===== config.mk =====
export PLATFORM = sky130hd
export DESIGN_NAME = sorted_multiset_store
export DESIGN_NICKNAME = d
export VERILOG_FILES = /design/src/sms_pkg.sv /design/src/sms_cell.sv /design/src/sorted_multiset_store.sv
export SDC_FILE = /design/constraint.sdc
export NUM_CORES = 2
export LEC_CHECK = 0
export ABC_AREA = 1
export BUFFER_PORTS_ARGS = -buffer_cell sky130_fd_sc_hd__buf_4
export CAP_MARGIN = 10
export CORE_MARGIN = 5
export CORE_UTILIZATION = 50
export CTS_CLUSTER_DIAMETER = 100
export DETAILED_ROUTE_END_ITERATION = 10
export PLACE_DENSITY = 0.65
export RECOVER_POWER = 25
export SETUP_SLACK_MARGIN = 0.3
export SYNTH_ARGS = -nofsm -noshare
export SYNTH_HDL_FRONTEND = slang
export SYNTH_SLANG_ARGS = --single-unit

===== constraint.sdc =====
create_clock -name clk_i -period 5.6 [get_ports clk_i]
set_input_delay 1.12 -clock clk_i [delete_from_list [all_inputs] [get_ports clk_i]]
set_output_delay 1.12 -clock clk_i [all_outputs]
set_load 0.005 [all_outputs]

===== src/sms_pkg.sv =====
`default_nettype none
package sms_pkg;

  localparam int CAPACITY_DEF = 32;
  localparam int MAX_RESULTS  = 32;
  localparam int COUNT_W      = 6;
  localparam int VALUE_W      = 32;

  typedef enum logic [1:0] {
    KIND_INSERT = 2'd0,
    KIND_DELETE = 2'd1,
    KIND_DRAIN  = 2'd2
  } kind_e;

  typedef enum logic [1:0] {
    STATUS_DONE      = 2'd0,
    STATUS_NOT_FOUND = 2'd1,
    STATUS_FULL      = 2'd2
  } status_e;

  typedef enum logic [1:0] {
    OP_HOLD   = 2'd0,
    OP_INSERT = 2'd1,
    OP_DELETE = 2'd2,
    OP_SHIFT  = 2'd3
  } cell_op_e;

  typedef enum logic {
    ST_IDLE  = 1'b0,
    ST_DRAIN = 1'b1
  } state_e;

  typedef struct packed {
    logic [1:0]                kind;
    logic signed [VALUE_W-1:0] value;
  } in_t;

  typedef struct packed {
    logic [1:0]                status;
    logic [COUNT_W-1:0]        count;
    logic signed [VALUE_W-1:0] out_value;
    logic                      out_valid;
    logic                      last;
  } out_t;

  // command broadcast to every cell of the chain
  typedef struct packed {
    cell_op_e                  op;
    logic signed [VALUE_W-1:0] value;
  } cell_cmd_t;

endpackage
`default_nettype wire


===== src/sms_cell.sv =====
`default_nettype none
module sms_cell
  import sms_pkg::*;
(
  input  wire logic                      clk_i,
  input  wire cell_cmd_t                 cmd_i,
  input  wire logic                      valid_i,
  input  wire logic signed [VALUE_W-1:0] left_value_i,
  input  wire logic                      left_keep_i,
  input  wire logic signed [VALUE_W-1:0] right_value_i,
  output logic signed [VALUE_W-1:0]      value_o,
  output logic                           keep_o,
  output logic                           ge_o,
  output logic                           match_o
);

  logic signed [VALUE_W-1:0] value_q, value_d;

  assign value_o = value_q;
  assign keep_o  = valid_i && (value_q <= cmd_i.value);
  assign ge_o    = valid_i && (value_q >= cmd_i.value);
  assign match_o = valid_i && (value_q == cmd_i.value);

  always_comb begin
    value_d = value_q;
    case (cmd_i.op)
      OP_INSERT: begin
        // cells at or below the new value stay; the first one above takes it
        if (!keep_o) begin
          value_d = left_keep_i ? cmd_i.value : left_value_i;
        end
      end
      OP_DELETE: begin
        if (ge_o) begin
          value_d = right_value_i;
        end
      end
      OP_SHIFT: value_d = right_value_i;
      default:  value_d = value_q;
    endcase
  end

  always_ff @(posedge clk_i) begin
    value_q <= value_d;
  end

endmodule
`default_nettype wire


===== src/sorted_multiset_store.sv =====
// Channel | Dir | Handshake                 | Payload
// in      | in  | in_valid_i / in_stall_o   | in_i: kind, value
// out     | out | out_valid_o / out_stall_i | out_o: status, count, out_value, out_valid, last
//
// Insert, delete and the no-op code register their result on acceptance: every cell compares
// against the broadcast value in parallel and shifts by one neighbor in that same edge.
// A drain is accepted, then shifts the chain left one cell per cycle while the output
// is not stalled, emitting the last copy of each run; a new item waits until it ends.
// An empty drain registers its single result, marked last, on acceptance.
// Reset clears the occupancy and the control state; cell contents are not reset.
// A stalled output register stops the chain and holds off the input side.
`default_nettype none
module sorted_multiset_store
  import sms_pkg::*;
#(
  parameter int CAPACITY = CAPACITY_DEF
) (
  input  wire logic clk_i,
  input  wire logic rst_ni,
  input  wire logic in_valid_i,
  output logic      in_stall_o,
  input  wire in_t  in_i,
  output logic      out_valid_o,
  input  wire logic out_stall_i,
  output out_t      out_o
);

  localparam int OCC_W = $clog2(CAPACITY + 1);
  localparam int N_W   = $clog2(MAX_RESULTS);

  state_e             state_q, state_d;
  logic [OCC_W-1:0]   occ_q, occ_d;
  logic [N_W-1:0]     n_q, n_d;
  out_t               out_q, out_d;
  logic               out_valid_q, out_valid_d;
  cell_cmd_t          cmd;

  logic signed [VALUE_W-1:0] cell_value [CAPACITY];
  logic [CAPACITY-1:0]       cell_valid, keep, ge, match;

  logic slot_free, accept, full, found;
  logic head_last, run_end, drain_fin, drain_step;

  assign slot_free  = !out_valid_q || !out_stall_i;
  assign in_stall_o = !((state_q == ST_IDLE) && slot_free);
  assign accept     = in_valid_i && !in_stall_o;
  assign full       = (occ_q == OCC_W'(CAPACITY));
  assign found      = |match;

  assign drain_step = (state_q == ST_DRAIN) && slot_free;
  assign head_last  = (occ_q == OCC_W'(1));
  assign run_end    = head_last || (cell_value[1] != cell_value[0]);
  assign drain_fin  = head_last || (run_end && (n_q == N_W'(MAX_RESULTS - 1)));

  for (genvar i = 0; i < CAPACITY; i++) begin : g_cell
    logic signed [VALUE_W-1:0] left_value, right_value;
    logic                      left_keep;

    assign cell_valid[i] = (occ_q > OCC_W'(i));

    if (i == 0) begin : g_head
      assign left_value = cmd.value;
      assign left_keep  = 1'b1;
    end else begin : g_mid
      assign left_value = cell_value[i-1];
      assign left_keep  = keep[i-1];
    end

    if (i == CAPACITY - 1) begin : g_tail
      assign right_value = cell_value[i];
    end else begin : g_body
      assign right_value = cell_value[i+1];
    end

    sms_cell u_cell (
      .clk_i         (clk_i),
      .cmd_i         (cmd),
      .valid_i       (cell_valid[i]),
      .left_value_i  (left_value),
      .left_keep_i   (left_keep),
      .right_value_i (right_value),
      .value_o       (cell_value[i]),
      .keep_o        (keep[i]),
      .ge_o          (ge[i]),
      .match_o       (match[i])
    );
  end

  // next state
  always_comb begin
    state_d = state_q;
    case (state_q)
      ST_IDLE: begin
        if (accept && (in_i.kind == KIND_DRAIN) && (occ_q != '0)) begin
          state_d = ST_DRAIN;
        end
      end
      ST_DRAIN: begin
        if (drain_step && drain_fin) begin
          state_d = ST_IDLE;
        end
      end
      default: state_d = ST_IDLE;
    endcase
  end

  // datapath and result
  always_comb begin
    cmd.op      = OP_HOLD;
    cmd.value   = in_i.value;
    occ_d       = occ_q;
    n_d         = n_q;
    out_d       = out_q;
    out_valid_d = out_valid_q && out_stall_i;
    case (state_q)
      ST_IDLE: begin
        if (accept) begin
          out_d.status    = STATUS_DONE;
          out_d.out_value = '0;
          out_d.out_valid = 1'b0;
          out_d.last      = 1'b1;
          out_valid_d     = 1'b1;
          case (in_i.kind)
            KIND_INSERT: begin
              if (full) begin
                out_d.status = STATUS_FULL;
              end else begin
                cmd.op = OP_INSERT;
                occ_d  = occ_q + OCC_W'(1);
              end
            end
            KIND_DELETE: begin
              if (found) begin
                cmd.op = OP_DELETE;
                occ_d  = occ_q - OCC_W'(1);
              end else begin
                out_d.status = STATUS_NOT_FOUND;
              end
            end
            KIND_DRAIN: begin
              n_d = '0;
              if (occ_q != '0) begin
                out_valid_d = out_valid_q && out_stall_i;
              end
            end
            default: ;
          endcase
          out_d.count = COUNT_W'(occ_d);
        end
      end
      ST_DRAIN: begin
        if (drain_step) begin
          cmd.op = OP_SHIFT;
          occ_d  = drain_fin ? '0 : occ_q - OCC_W'(1);
          if (run_end) begin
            out_d.status    = STATUS_DONE;
            out_d.count     = '0;
            out_d.out_value = cell_value[0];
            out_d.out_valid = 1'b1;
            out_d.last      = drain_fin;
            out_valid_d     = 1'b1;
            n_d             = n_q + N_W'(1);
          end
        end
      end
      default: ;
    endcase
  end

  always_ff @(posedge clk_i or negedge rst_ni) begin
    if (!rst_ni) begin
      state_q     <= ST_IDLE;
      occ_q       <= '0;
      n_q         <= '0;
      out_valid_q <= 1'b0;
    end else begin
      state_q     <= state_d;
      occ_q       <= occ_d;
      n_q         <= n_d;
      out_valid_q <= out_valid_d;
    end
  end

  always_ff @(posedge clk_i) begin
    out_q <= out_d;
  end

  assign out_valid_o = out_valid_q;
  assign out_o       = out_q;

endmodule
`default_nettype wire


==> flow_summary.ini <==
[outcome]
outcome = finished, violations left
violations = capacitance limit, slew limit

[synthesis]
synth_warnings = 0
synth_flop_cell = edfxtp_1
synth_top_family_by_area = simple AND/OR/NAND/NOR gates
synth_seq_cells = 1079
synthMuxAreaShare = 0
synth_compound_area_frac = 0.07588
yosys.area_share.xor_xnor = 0.003317
syn_area_um2 = 84510
syn_inst = 11380
synth_edf_count = 1066
async_reset_ff_frac = 0.01205
synth_fa_ha_area_frac = 0.1525
synthSimpleGateAreaFrac = 0.3273
synth_seq_area_share = 0.3826
syn_nets = 12440
syn_avg_cell_area_um2 = 7.428
ys_types = 43

[worst_setup_path]
worstPathRequired_ns = 6.25
worst-path-buf-inv = 5
max_stage_delay_ns = 0.77
cp-end-kind = register
path_delay_family = buffers and inverters
critPathMaxFanout = 73
worst_setup_path_start_kind = input port
crit_arrival_ns = 5.98
crit_chain = clkbuf_1, clkinv_2, buf_4, ha_1, nand2_1, nor2_1, nand2_1, nor2_1, nand3_1, nand2_1, nor2_1, nand2_1, nor2_1, nand2_4, nand2_1, nand2_8, buf_12, clkbuf_4, nand2_1, o21ai_1
critPathKind = in -> reg
path_common_cell = nand2_1
slowest_stage = clkbuf_4

[detailed_routing]
routed_wl_um = 310000
drc_errors = 0
antenna_left = 0
dr.pass1.iters = 6
first_iter_violations = 9408
num_vias = 82020
via_per_inst = 6.009
routedWlPerCell_um = 22.71

[power]
ir_drop_v = 0.0004234
p_switching_mw = 30.75
p_clk_frac = 0.142
p_per_area_nw_per_um2 = 675.4
p_total_mw = 62.70
switching_share = 0.4905
cellInternalPower_mw = 31.95
seqPwrFrac = 0.333
p_comb_frac = 0.525
power.leakage_nw = 45.13

[place]
place_hpwl_um = 222300
io_buffers = 81
gp_routability_congestion = 0.9544
placed_cells_incl_taps = 13400

[sta]
final_max_slew_viol_count = 111
fin_skew_ns = 0.03343
fmax_mhz = 187.7
tightest_slew_ns = 1.906
slew_headroom = -0.2708
rsz0062_at_grt = false
finalSetupViolations = 0
min_period_ns = 5.327
hold_viol = 0
finalCritPeriodShare = 0.9512

[floorplan]
core_um2 = 167600
die_y_um = 421.1
io_pins = 82
die-area_um2 = 177300
rows = 150
start_util = 0.5042
die_w_um = 421.1

[layout]
fin_nets = 12410
syn_to_final_growth_pct = 9.865
fillerInstances = 15870
drive_above_1_share = 0.06082
utilization = 0.5540
fin_cells = 13650

[job]
maxCapViolations = 3

[clocking]
path_clk_slew_ns = 0.06
cts_tree = yes
numCtsBuffers = 138
clk_latency_ns = 0.81
cts_resized = 0
cts_hold_buf = 0
post_cts_buffers = 0
clkSinkCount = 1079
clockBufferDepth = 3
cts_root_buf = clkbuf_16
h-tree-depth = 4

[global_routing]
grt_pass1_wl_um = 465800
overflow = 0
grt_max_degree = 172
grt_pass1_vias = 78360
track_usage = 0.3358
antenna_found_initial = 14

[hold_path]
hp-class = in -> async
[cells in the mapped netlist, types with 10 or more instances]
master    number  share of area
nand2_1     4830           0.21
buf_6         38         0.0051
inv_1        515          0.023
nor3_1        10        0.00059
nand4_1       10        0.00074
clkbuf_1     354          0.016
o21ai_0      256          0.015
buf_1         28         0.0012
inv_2         13        0.00058
a211oi_1      19         0.0017
o21ai_1      190          0.011
dfrtp_1       13         0.0038
buf_2        114         0.0068
edfxtp_1    1066           0.38
a21oi_1      715          0.042
nor2_1       582          0.026
o211ai_1      36         0.0032
xnor2_1       24         0.0025
ha_1        1030           0.15
clkinv_1      32         0.0014
nand3_1     1373          0.081
nand3b_1      13         0.0012
buf_4         47         0.0042
[final timing paths]
kind	to	slack, ns	depth (start not counted)	start
min	occ_q[1]	0.40	1	rst_ni
max in group asynchronous	occ_q[4]	4.70	1	rst_ni
max reg2reg	g_cell[14].u_cell.value_o[12]	0.41	16	occ_q[5]
max	g_cell[14].u_cell.value_o[12]	0.27	20	in_i[15]
min in group clk_i	n_q[4]	0.53	2	n_q[4]
min reg2reg	n_q[4]	0.53	2	n_q[4]
[flip-flops by register name (all words and copies together) (netlist names)]
signal and count:
g_cell.u_cell.value_o 1024, occ_q 6, state_q 1, out_o 42
out_valid_o 1, n_q 5
[final cells by class]
type	count	area [um2]	share of cell area
Tap cell	2204	2758	0.02970
Multi-Input combinational cell	9153	47450	0.5111
Inverter	560	2117	0.02280
Antenna cell	2	5.005	0.00005391
Timing Repair Buffer	408	3860	0.04158
Clock buffer	173	3731	0.04019
Sequential cell	1079	32340	0.3483
Clock inverter	71	583.1	0.006280
[power by group through the flow]
| stage | Clock, mW | Sequential [mW] | Combinational, mW |
|---|---|---|---|
| final | 8.90 | 20.9 | 32.9 |
| after global routing | 9.29 | 21.1 | 37.3 |
| after CTS | 8.98 | 20.7 | 32.5 |
| after detailed placement | 0 | 20.8 | 32.4 |
| after global placement | 0 | 20.8 | 31.2 |
| after floorplan | 0 | 18.5 | 23.6 |
[cells by family after synthesis]
group | count (synthesis)
DFF | 1079
buffers and inverters | 1144
and+or+nand+nor | 6851
adders and majority gates | 1030
xor gates and xnor gates | 32
AOI/OAI and AO/OA | 1240
[layer usage]
| layer | GRT usage | routed length, um | vias up |
|---|---|---|---|
| met1 | 0.4246 | 120100 | 38960 |
| met4 | 0.1606 | 17470 | 18 |
| met2 | 0.5464 | 141800 | 4074 |
| met3 | 0.07545 | 30580 | 899 |
| li1 | - | - | 38070 |
| met5 | 0 | 137 | - |
[per-stage QoR]
stage	cell area (um2)	setup TNS [ns]	worst slack [ns]	hold WS (ns)
after floorplan	84640	0	0.3617	0.4231
after global placement	88670	-2.266	-0.07514	0.5000
after detailed placement	88670	-5.685	-0.1032	0.5183
after CTS	92980	0	0.7281	0.1260
after global routing	92840	0	0.1948	0.4517
final	92840	0	0.2731	0.4016
[layout by cell type, fill, tap and decap left out, types with 149 or more instances in the layout]
cell      count
nand2_1    4826
inv_1       509
ha_1       1030
buf_4       281
o21ai_0     297
o21ai_1     149
edfxtp_1   1066
nand3_1    1371
a21oi_1     700
nor2_1      571
Note: power is estimated with default switching activity, not from simulation.
